--- config.mk ---
export PLATFORM = sky130hd
export DESIGN_NAME = dhcp_message_option_parser_unit
export DESIGN_NICKNAME = d
export VERILOG_FILES = /design/src/dmop_pkg.sv /design/src/dmop_front.sv /design/src/dmop_queue.sv /design/src/dmop_back.sv /design/src/dhcp_message_option_parser_unit.sv
export SDC_FILE = /design/constraint.sdc
export NUM_CORES = 1
export LEC_CHECK = 0
export BUFFER_PORTS_ARGS = -buffer_cell sky130_fd_sc_hd__buf_2
export CAP_MARGIN = 20
export CORE_MARGIN = 5
export CORE_UTILIZATION = 46
export CTS_BUF_LIST = sky130_fd_sc_hd__clkbuf_2
export DETAILED_ROUTE_END_ITERATION = 10
export HOLD_SLACK_MARGIN = 0.05
export PLACE_DENSITY = 0.61
export SLEW_MARGIN = 20
export SYNTH_ARGS = -nofsm -noshare
export SYNTH_HDL_FRONTEND = slang
export SYNTH_SLANG_ARGS = --single-unit
--- constraint.sdc ---
create_clock -name aclk -period 10.1 [get_ports aclk]
set_input_delay 1.01 -clock aclk [delete_from_list [all_inputs] [get_ports aclk]]
set_output_delay 1.01 -clock aclk [all_outputs]
set_load 0.05 [all_outputs]
--- src/dmop_pkg.sv ---
`default_nettype none

package dmop_pkg;

    // Capture limits.
    localparam int MAX_DNS           = 4;
    localparam int HOST_NAME_BYTES   = 16;
    localparam int DOMAIN_NAME_BYTES = 32;
    localparam int SRV_W             = $clog2(MAX_DNS + 1);

    // Queue between the header front end and the option walker.
    localparam int QUEUE_DEPTH = 4;
    localparam int QPTR_W      = $clog2(QUEUE_DEPTH);
    localparam int QCNT_W      = $clog2(QUEUE_DEPTH + 1);

    // Magic cookie 99.130.83.99 as it shifts in, first byte on top.
    localparam logic [31:0] COOKIE_WIRE = 32'h6382_5363;

    // Byte offsets within the fixed header.
    localparam logic [8:0] OFS_XID_END      = 9'd7;
    localparam logic [8:0] OFS_YIADDR_END   = 9'd19;
    localparam logic [8:0] OFS_COOKIE_FIRST = 9'd236;
    localparam logic [8:0] OFS_COOKIE_END   = 9'd239;
    localparam logic [8:0] OFS_OPT_START    = 9'd240;

    // Option codes.
    localparam logic [7:0] OPT_PAD     = 8'd0;
    localparam logic [7:0] OPT_MASK    = 8'd1;
    localparam logic [7:0] OPT_ROUTER  = 8'd3;
    localparam logic [7:0] OPT_DNS     = 8'd6;
    localparam logic [7:0] OPT_HOST    = 8'd12;
    localparam logic [7:0] OPT_DOMAIN  = 8'd15;
    localparam logic [7:0] OPT_BCAST   = 8'd28;
    localparam logic [7:0] OPT_LEASE   = 8'd51;
    localparam logic [7:0] OPT_MSGTYPE = 8'd53;
    localparam logic [7:0] OPT_SERVER  = 8'd54;
    localparam logic [7:0] OPT_RENEW   = 8'd58;
    localparam logic [7:0] OPT_REBIND  = 8'd59;
    localparam logic [7:0] OPT_CLIENT  = 8'd61;
    localparam logic [7:0] OPT_END     = 8'd255;

    typedef enum logic [3:0] {
        KIND_XID     = 4'd0,
        KIND_YIADDR  = 4'd1,
        KIND_MSGTYPE = 4'd2,
        KIND_MASK    = 4'd3,
        KIND_ROUTER  = 4'd4,
        KIND_DNS     = 4'd5,
        KIND_HOST    = 4'd6,
        KIND_DOMAIN  = 4'd7,
        KIND_BCAST   = 4'd8,
        KIND_LEASE   = 4'd9,
        KIND_SERVER  = 4'd10,
        KIND_RENEW   = 4'd11,
        KIND_REBIND  = 4'd12,
        KIND_CLIENT  = 4'd13,
        KIND_END     = 4'd14,
        KIND_UNTERM  = 4'd15
    } dmop_kind_t;

    typedef enum logic [1:0] {
        TOK_NONE = 2'd0,
        TOK_REC  = 2'd1,
        TOK_OPT  = 2'd2
    } dmop_tok_kind_t;

    typedef enum logic [1:0] {
        PH_CODE  = 2'd0,
        PH_LEN   = 2'd1,
        PH_VALUE = 2'd2,
        PH_DONE  = 2'd3
    } dmop_phase_t;

    typedef struct packed {
        logic [7:0] data_byte;
        logic       last_byte;
    } dmop_in_t;

    typedef struct packed {
        logic [3:0]  kind;
        logic [55:0] value;
        logic [4:0]  position;
        logic        final_record;
    } dmop_out_t;

    // One queue entry: a finished header record, an option byte, or just
    // a message boundary.
    typedef struct packed {
        dmop_tok_kind_t tok;
        dmop_kind_t     rec_kind;
        logic [31:0]    data;
        logic           last;
    } dmop_tok_t;

    localparam dmop_out_t UNTERM_REC = '{
        kind:         KIND_UNTERM,
        value:        56'd0,
        position:     5'd0,
        final_record: 1'b1
    };

endpackage

`default_nettype wire

--- src/dmop_front.sv ---
`default_nettype none

module dmop_front (
    input  wire logic               aclk,
    input  wire logic               aresetn,
    input  wire logic               s_valid,
    output logic                    s_ready,
    input  wire dmop_pkg::dmop_in_t s_data,
    input  wire logic               q_full,
    output logic                    q_push,
    output dmop_pkg::dmop_tok_t     q_tok
);
    import dmop_pkg::*;

    logic [8:0]  offset_reg, offset_next;
    logic [31:0] hacc_reg, hacc_next;
    logic [31:0] cookie_reg, cookie_next;
    logic        replay_reg, replay_next;
    logic [1:0]  rcnt_reg, rcnt_next;
    logic        rlast_reg, rlast_next;

    logic        s_fire;
    logic [31:0] hacc_shift;
    logic [31:0] cookie_in;
    logic [7:0]  replay_byte;
    logic        start_replay;

    assign s_ready    = !replay_reg && !q_full;
    assign s_fire     = s_valid && s_ready;
    assign hacc_shift = {hacc_reg[23:0], s_data.data_byte};
    assign cookie_in  = {cookie_reg[23:0], s_data.data_byte};

    always_comb begin
        unique case (rcnt_reg)
            2'd1:    replay_byte = cookie_reg[23:16];
            2'd2:    replay_byte = cookie_reg[15:8];
            2'd3:    replay_byte = cookie_reg[7:0];
            default: replay_byte = cookie_reg[31:24];
        endcase
    end

    always_comb begin
        offset_next  = offset_reg;
        hacc_next    = hacc_reg;
        cookie_next  = cookie_reg;
        replay_next  = replay_reg;
        rcnt_next    = rcnt_reg;
        rlast_next   = rlast_reg;
        start_replay = 1'b0;
        q_push       = 1'b0;
        q_tok        = '{tok: TOK_NONE, rec_kind: KIND_XID, data: 32'd0, last: 1'b0};

        if (replay_reg) begin
            // Feed the held cookie bytes to the option walker.
            if (!q_full) begin
                q_push     = 1'b1;
                q_tok.tok  = TOK_OPT;
                q_tok.data = {24'd0, replay_byte};
                q_tok.last = rlast_reg && (rcnt_reg == 2'd3);
                rcnt_next  = rcnt_reg + 2'd1;
                if (rcnt_reg == 2'd3) begin
                    replay_next = 1'b0;
                    if (rlast_reg) begin
                        offset_next = '0;
                    end
                end
            end
        end else if (s_fire) begin
            q_tok.last = s_data.last_byte;
            if (offset_reg < OFS_OPT_START) begin
                hacc_next   = hacc_shift;
                offset_next = offset_reg + 9'd1;
                if (offset_reg >= OFS_COOKIE_FIRST) begin
                    cookie_next = cookie_in;
                end
                if (offset_reg == OFS_XID_END) begin
                    q_tok.tok      = TOK_REC;
                    q_tok.rec_kind = KIND_XID;
                    q_tok.data     = hacc_shift;
                end else if (offset_reg == OFS_YIADDR_END) begin
                    q_tok.tok      = TOK_REC;
                    q_tok.rec_kind = KIND_YIADDR;
                    q_tok.data     = hacc_shift;
                end
                if (offset_reg == OFS_COOKIE_END && cookie_in != COOKIE_WIRE) begin
                    // Bad cookie: its four bytes are really the first options.
                    start_replay = 1'b1;
                    q_tok.tok    = TOK_OPT;
                    q_tok.data   = {24'd0, cookie_in[31:24]};
                    q_tok.last   = 1'b0;
                    replay_next  = 1'b1;
                    rcnt_next    = 2'd1;
                    rlast_next   = s_data.last_byte;
                end
            end else begin
                q_tok.tok  = TOK_OPT;
                q_tok.data = {24'd0, s_data.data_byte};
            end
            q_push = (q_tok.tok != TOK_NONE) || q_tok.last;
            if (s_data.last_byte && !start_replay) begin
                offset_next = '0;
            end
        end
    end

    always_ff @(posedge aclk) begin
        if (!aresetn) begin
            offset_reg <= '0;
            replay_reg <= 1'b0;
            rcnt_reg   <= '0;
            rlast_reg  <= 1'b0;
        end else begin
            offset_reg <= offset_next;
            replay_reg <= replay_next;
            rcnt_reg   <= rcnt_next;
            rlast_reg  <= rlast_next;
        end
    end

    always_ff @(posedge aclk) begin
        hacc_reg   <= hacc_next;
        cookie_reg <= cookie_next;
    end

endmodule

`default_nettype wire

--- src/dmop_queue.sv ---
`default_nettype none

module dmop_queue (
    input  wire logic                aclk,
    input  wire logic                aresetn,
    input  wire logic                push,
    input  wire dmop_pkg::dmop_tok_t push_tok,
    input  wire logic                pop,
    output dmop_pkg::dmop_tok_t      pop_tok,
    output logic                     empty,
    output logic                     full
);
    import dmop_pkg::*;

    dmop_tok_t         mem_reg [QUEUE_DEPTH];
    logic [QPTR_W-1:0] wptr_reg, wptr_next;
    logic [QPTR_W-1:0] rptr_reg, rptr_next;
    logic [QCNT_W-1:0] cnt_reg, cnt_next;

    assign empty   = (cnt_reg == '0);
    assign full    = (cnt_reg == QCNT_W'(QUEUE_DEPTH));
    assign pop_tok = mem_reg[rptr_reg];

    always_comb begin
        wptr_next = wptr_reg;
        rptr_next = rptr_reg;
        cnt_next  = cnt_reg;
        if (push) begin
            wptr_next = (wptr_reg == QPTR_W'(QUEUE_DEPTH - 1)) ? '0 : wptr_reg + QPTR_W'(1);
        end
        if (pop) begin
            rptr_next = (rptr_reg == QPTR_W'(QUEUE_DEPTH - 1)) ? '0 : rptr_reg + QPTR_W'(1);
        end
        if (push && !pop) begin
            cnt_next = cnt_reg + QCNT_W'(1);
        end else if (pop && !push) begin
            cnt_next = cnt_reg - QCNT_W'(1);
        end
    end

    always_ff @(posedge aclk) begin
        if (!aresetn) begin
            wptr_reg <= '0;
            rptr_reg <= '0;
            cnt_reg  <= '0;
        end else begin
            wptr_reg <= wptr_next;
            rptr_reg <= rptr_next;
            cnt_reg  <= cnt_next;
        end
    end

    always_ff @(posedge aclk) begin
        if (push) begin
            mem_reg[wptr_reg] <= push_tok;
        end
    end

endmodule

`default_nettype wire

--- src/dmop_back.sv ---
`default_nettype none

module dmop_back (
    input  wire logic                aclk,
    input  wire logic                aresetn,
    input  wire logic                q_empty,
    input  wire dmop_pkg::dmop_tok_t q_tok,
    output logic                     q_pop,
    output logic                     m_valid,
    input  wire logic                m_ready,
    output dmop_pkg::dmop_out_t      m_data
);
    import dmop_pkg::*;

    dmop_phase_t      phase_reg, phase_next, phase_walk;
    logic [7:0]       code_reg, code_next;
    logic [7:0]       left_reg, left_next;
    logic [7:0]       idx_reg, idx_next;
    logic [55:0]      acc_reg, acc_next;
    logic [SRV_W-1:0] srv_reg, srv_next;
    logic             ended_reg, ended_next;
    logic             pend_reg, pend_next;
    logic             m_valid_reg, m_valid_next;
    dmop_out_t        m_data_reg, m_data_next;

    logic        out_free;
    logic        opt_pop;
    logic [7:0]  b;
    logic [55:0] acc_new;
    logic        rec_valid;
    dmop_out_t   rec;
    logic        word_opt;
    dmop_kind_t  word_kind;
    logic        unterm;

    assign out_free = !m_valid_reg || m_ready;
    assign q_pop    = !q_empty && out_free && !pend_reg;
    assign opt_pop  = q_pop && (q_tok.tok == TOK_OPT);
    assign b        = q_tok.data[7:0];
    assign acc_new  = {acc_reg[47:0], b};
    assign m_valid  = m_valid_reg;
    assign m_data   = m_data_reg;

    // Option walker phase.
    always_comb begin
        phase_walk = phase_reg;
        if (opt_pop) begin
            unique case (phase_reg)
                PH_CODE: begin
                    if (b == OPT_END) begin
                        phase_walk = PH_DONE;
                    end else if (b != OPT_PAD) begin
                        phase_walk = PH_LEN;
                    end
                end
                PH_LEN:   phase_walk = (b != 8'd0) ? PH_VALUE : PH_CODE;
                PH_VALUE: phase_walk = (left_reg == 8'd1) ? PH_CODE : PH_VALUE;
                PH_DONE:  phase_walk = PH_DONE;
                default:  phase_walk = phase_reg;
            endcase
        end
        phase_next = (q_pop && q_tok.last) ? PH_CODE : phase_walk;
    end

    // Capture datapath and records.
    always_comb begin
        code_next  = code_reg;
        left_next  = left_reg;
        idx_next   = idx_reg;
        acc_next   = acc_reg;
        srv_next   = srv_reg;
        ended_next = ended_reg;
        rec_valid  = 1'b0;
        rec        = '0;
        word_opt   = 1'b0;
        word_kind  = KIND_MASK;

        if (q_pop && q_tok.tok == TOK_REC) begin
            rec_valid  = 1'b1;
            rec.kind   = q_tok.rec_kind;
            rec.value  = {24'd0, q_tok.data};
        end

        if (opt_pop) begin
            unique case (phase_reg)
                PH_CODE: begin
                    if (b == OPT_END) begin
                        rec_valid        = 1'b1;
                        rec.kind         = KIND_END;
                        rec.final_record = 1'b1;
                    end else if (b != OPT_PAD) begin
                        code_next = b;
                    end
                end
                PH_LEN: begin
                    left_next  = b;
                    idx_next   = 8'd0;
                    acc_next   = 56'd0;
                    ended_next = 1'b0;
                end
                PH_VALUE: begin
                    acc_next  = acc_new;
                    left_next = left_reg - 8'd1;
                    idx_next  = (idx_reg == 8'hFF) ? idx_reg : idx_reg + 8'd1;
                    unique case (code_reg)
                        OPT_MSGTYPE: begin
                            if (idx_reg == 8'd0) begin
                                rec_valid = 1'b1;
                                rec.kind  = KIND_MSGTYPE;
                                rec.value = {48'd0, b};
                            end
                        end
                        OPT_MASK: begin
                            word_opt  = 1'b1;
                            word_kind = KIND_MASK;
                        end
                        OPT_ROUTER: begin
                            word_opt  = 1'b1;
                            word_kind = KIND_ROUTER;
                        end
                        OPT_BCAST: begin
                            word_opt  = 1'b1;
                            word_kind = KIND_BCAST;
                        end
                        OPT_LEASE: begin
                            word_opt  = 1'b1;
                            word_kind = KIND_LEASE;
                        end
                        OPT_SERVER: begin
                            word_opt  = 1'b1;
                            word_kind = KIND_SERVER;
                        end
                        OPT_RENEW: begin
                            word_opt  = 1'b1;
                            word_kind = KIND_RENEW;
                        end
                        OPT_REBIND: begin
                            word_opt  = 1'b1;
                            word_kind = KIND_REBIND;
                        end
                        OPT_DNS: begin
                            // One address per complete group of four bytes.
                            if (idx_reg[1:0] == 2'b11 && srv_reg < SRV_W'(MAX_DNS)) begin
                                rec_valid    = 1'b1;
                                rec.kind     = KIND_DNS;
                                rec.value    = {24'd0, acc_new[31:0]};
                                rec.position = 5'(srv_reg);
                                srv_next     = srv_reg + SRV_W'(1);
                            end
                        end
                        OPT_HOST: begin
                            if (!ended_reg) begin
                                if (b == 8'd0) begin
                                    ended_next = 1'b1;
                                end else if (idx_reg < 8'(HOST_NAME_BYTES - 1)) begin
                                    rec_valid    = 1'b1;
                                    rec.kind     = KIND_HOST;
                                    rec.value    = {48'd0, b};
                                    rec.position = idx_reg[4:0];
                                end
                            end
                        end
                        OPT_DOMAIN: begin
                            if (!ended_reg) begin
                                if (b == 8'd0) begin
                                    ended_next = 1'b1;
                                end else if (idx_reg < 8'(DOMAIN_NAME_BYTES - 1)) begin
                                    rec_valid    = 1'b1;
                                    rec.kind     = KIND_DOMAIN;
                                    rec.value    = {48'd0, b};
                                    rec.position = idx_reg[4:0];
                                end
                            end
                        end
                        OPT_CLIENT: begin
                            // Only a client id of exactly seven bytes is kept.
                            if (idx_reg == 8'd6 && left_reg == 8'd1) begin
                                rec_valid = 1'b1;
                                rec.kind  = KIND_CLIENT;
                                rec.value = acc_new;
                            end
                        end
                        default: ;
                    endcase
                    if (word_opt && idx_reg == 8'd3) begin
                        rec_valid = 1'b1;
                        rec.kind  = word_kind;
                        rec.value = {24'd0, acc_new[31:0]};
                    end
                end
                PH_DONE: ;
                default: ;
            endcase
        end

        if (q_pop && q_tok.last) begin
            srv_next = '0;
        end
    end

    // Output register with one extra slot for the closing record.
    always_comb begin
        unterm       = q_pop && q_tok.last && (phase_walk != PH_DONE);
        m_valid_next = m_valid_reg;
        m_data_next  = m_data_reg;
        pend_next    = pend_reg;
        if (out_free) begin
            if (pend_reg) begin
                m_valid_next = 1'b1;
                m_data_next  = UNTERM_REC;
                pend_next    = 1'b0;
            end else if (rec_valid) begin
                m_valid_next = 1'b1;
                m_data_next  = rec;
                pend_next    = unterm;
            end else if (unterm) begin
                m_valid_next = 1'b1;
                m_data_next  = UNTERM_REC;
            end else begin
                m_valid_next = 1'b0;
            end
        end
    end

    always_ff @(posedge aclk) begin
        if (!aresetn) begin
            phase_reg   <= PH_CODE;
            srv_reg     <= '0;
            pend_reg    <= 1'b0;
            m_valid_reg <= 1'b0;
        end else begin
            phase_reg   <= phase_next;
            srv_reg     <= srv_next;
            pend_reg    <= pend_next;
            m_valid_reg <= m_valid_next;
        end
    end

    always_ff @(posedge aclk) begin
        code_reg   <= code_next;
        left_reg   <= left_next;
        idx_reg    <= idx_next;
        acc_reg    <= acc_next;
        ended_reg  <= ended_next;
        m_data_reg <= m_data_next;
    end

endmodule

`default_nettype wire

--- src/dhcp_message_option_parser_unit.sv ---
// DHCP message option parser.
// The s_ channel takes one message byte per word, starting at the op byte,
// with last_byte set on the final byte. The m_ channel delivers one record
// per word: transaction id and offered address from the fixed header, then
// one record per captured option value, and finally exactly one record with
// final_record set (end option, or unterminated if the message ran out).
// A byte accepted on s_ passes through the queue and the output register
// before its record shows on m_. The block takes one byte per cycle while
// s_ready is high. When the magic cookie does not match, its four bytes are
// walked as options, which holds s_ready low during that replay. A byte that
// both yields a record and closes an unterminated message gives two words.
// The front end and the option walker are joined by a four-word queue, so a
// stall on m_ready fills the queue first and only then drops s_ready; no
// word is lost or repeated. Synchronous active-low reset empties the queue
// and output register and returns the parser to the start of a message.
`default_nettype none

module dhcp_message_option_parser_unit (
    input  wire logic               aclk,
    input  wire logic               aresetn,
    input  wire logic               s_valid,
    output logic                    s_ready,
    input  wire dmop_pkg::dmop_in_t s_data,
    output logic                    m_valid,
    input  wire logic               m_ready,
    output dmop_pkg::dmop_out_t     m_data
);
    import dmop_pkg::*;

    logic      q_push;
    logic      q_pop;
    logic      q_empty;
    logic      q_full;
    dmop_tok_t push_tok;
    dmop_tok_t pop_tok;

    // Header counting, cookie check and replay.
    dmop_front u_front (
        .aclk    (aclk),
        .aresetn (aresetn),
        .s_valid (s_valid),
        .s_ready (s_ready),
        .s_data  (s_data),
        .q_full  (q_full),
        .q_push  (q_push),
        .q_tok   (push_tok)
    );

    dmop_queue u_queue (
        .aclk     (aclk),
        .aresetn  (aresetn),
        .push     (q_push),
        .push_tok (push_tok),
        .pop      (q_pop),
        .pop_tok  (pop_tok),
        .empty    (q_empty),
        .full     (q_full)
    );

    // Option walker and output register.
    dmop_back u_back (
        .aclk    (aclk),
        .aresetn (aresetn),
        .q_empty (q_empty),
        .q_tok   (pop_tok),
        .q_pop   (q_pop),
        .m_valid (m_valid),
        .m_ready (m_ready),
        .m_data  (m_data)
    );

endmodule

`default_nettype wire

==> impl_metrics.yaml <==
grt:
  grt-ovfl-total: 0
  grt_pass1_wl_mm: 48.7
  antenna_found_initial: 1
  grt_use_total: 0.170
  grt_max_degree: 59
  grt_pass1_vias: 8948
status:
  status: "finished, final reports clean"
timing:
  tightest_slew_ns: 1.05
  fmax_mhz: 241
  min_period_ns: 4.15
  fin_skew_ns: 0.0945
  tns_ns: 0
  setup_viol: 0
  maxSlewHeadroom: 0.297
  timing_hold_violations_final: 0
  drv_slew: 0
  whs_ns: 0.339
  rsz0062_at_grt: "false"
  fin_crit_sh: 0.410
detailed_routing:
  via_count: 8844
  drt_iter0_markers: 597
  avgViaCountPerCell: 5.33
  drt_pre_antenna_iters: 9
  ant_nets: 0
  routedWlPerCell_um: 18.8
  drc_errors: 0
  routed_wl_mm: 31.2
logic_synthesis:
  synth_edf_count: 339
  postSynthAreaPerCell_um2: 15.0
  ys_seq_area_frac: 0.709
  ys_warn_count: 0
  ys.flop_type: "edfxtp_1"
  async_flop_share: 0
  syn_area_um2: 15200
  synth_cells: 1013
  ys_types: 66
  syn_nets: 1049
  yosys_register_bits: 368
placement:
  io_buffers: 80
  place_congestion: 0.832
  hpwlAfterDp_mm: 19.9
finish:
  layout_common_cells: "edfxtp_1 (339), clkbuf_2 (121), and2_1 (106)"
  largest_register_ffs: 144
  layout.nets: 1195
  syn_to_final_growth_pct: 11.8
  regArea_um2: 10800
  final_common_cell: "edfxtp_1"
  drive_gt1_frac: 0.237
  nFillCells: 2840
  multiInputGateArea_um2: 4190
critical_path:
  r2r_slack_ns: 5.95
  worstSetupPathType: "reg2reg"
  crit_fanout: 58
  critPathLaunchType: "flip-flop"
  crit_required_ns: 10.54
  timing.rr.end: "u_back.m_data[61]$_SDFFCE_PP0P_"
  critPathCapture: "u_back.m_data[61]$_SDFFCE_PP0P_"
  worstRegToRegCells: 8
  critPathArrivalTime_ns: 4.58
  cp-end-kind: "flip-flop"
clock_tree:
  clkLatencyLatePin_ns: 0.90
  cts_resized: 0
  htree_levels: 3
  cts-root-buf: "clkbuf_2"
  cts_setup_buffers: 0
  hold_buffers: 0
  ctsLongestPathBuffers: 3
  cts_tree: "done"
  clk_pin_slew_ns: 0.11
  cts_num_sinks: 368
  cts_buffers: 92
pwr:
  power_density_nw_per_um2: 253
  p_leak_nw: 5.93
  max-vdd-ir-drop_mv: 0.154
die:
  die_area_um2: 36700
  num_rows: 66
  initial_core_util: 0.467
  die_h_um: 192
  die_w_um: 192
  num_io_pins: 81
  core_area_um2: 32500
hold_path:
  min_from: "s_data[8]"
  holdCritPathClass: "in2reg"
flow_run:
  max-cap-violations: 0
## where the power goes
group	total (mW)	switching [mW]	internal, mW
clock	1.01	0.577	0.431
combinational	1.24	0.946	0.290
sequential	2.05	0.0891	1.96
## worst max-delay path: stages, from the launching register on
cell and delay [ns]:
dfxtp_2 0.32, buf_4 0.57, mux4_2 0.61, nand2b_1 0.24, nor2_4 0.55, nand2_1 0.13
and3_1 0.29, a31oi_4 0.36, buf_4 0.63
## logic make-up after synthesis
logic type               share of synthesized area
adder cells (fa/ha/maj)                     0.0194
XOR/XNOR                                    0.0138
multiplexers                                0.0554
AND/OR/NAND/NOR                              0.138
AO/OA/AOI/OAI                               0.0452
buffers and inverters                       0.0192
flip-flops                                   0.709
## final cells by class
cell class | instances | area share
clock buffers | 121 | 0.0357
multi-input cells | 571 | 0.246
inverters | 32 | 0.00707
clock inverters | 31 | 0.0145
diodes | 1 | 0.000147
repair buffers | 94 | 0.0298
well taps | 442 | 0.0326
flip-flops and latches | 368 | 0.634
## per-stage QoR
step	power (mW)	setup slack (ns)	area, µm²	cells	util
3_5_place_dp	3.34	5.59	16100	1507	0.495
4_1_cts	4.36	5.84	17000	1659	0.522
6_report	4.29	5.95	17000	1660	0.522
2_1_floorplan	3.03	3.51	15200	1013	-
5_1_grt	4.52	5.60	17000	1660	0.522
3_3_place_gp	3.34	5.77	16100	1507	0.495
## Yosys cell counts (all sizes together) (11+ instances only)
master / count / area (µm²)
xnor2: 11 / 96.3
clkbuf: 32 / 120
nor3: 17 / 100
xor2: 13 / 114
and2: 106 / 663
nor2: 70 / 270
mux4: 36 / 811
o21ai: 18 / 90.1
dfxtp: 29 / 581
inv: 32 / 120
nand3: 35 / 175
nand2: 86 / 323
nand4: 15 / 93.8
edfxtp: 339 / 10200
ha: 22 / 275
a21oi: 22 / 110
nor4: 15 / 124
## worst min path at each step
stage,slack (ns),cells after the start,end
6_report,0.34,1,u_front.hacc_reg[7]$_DFFE_PP_
5_1_grt,0.26,1,u_front.cookie_reg[2]$_DFFE_PP_
4_1_cts,0.23,1,u_front.cookie_reg[4]$_DFFE_PP_
3_5_place_dp,0.44,0,u_front.hacc_reg[17]$_DFFE_PP_
3_3_place_gp,0.42,0,u_front.hacc_reg[22]$_DFFE_PP_
2_1_floorplan,0.42,0,u_front.hacc_reg[10]$_DFFE_PP_
## routing by layer
layer	track usage	up-vias	part of all wire
li1	-	4182	-
met1	0.223	4315	0.44
met2	0.274	274	0.48
met3	0.0380	73	0.055
met4	0.0765	0	0.034
met5	0	-	0
No activity file was read; power rests on OpenSTA's default activity.
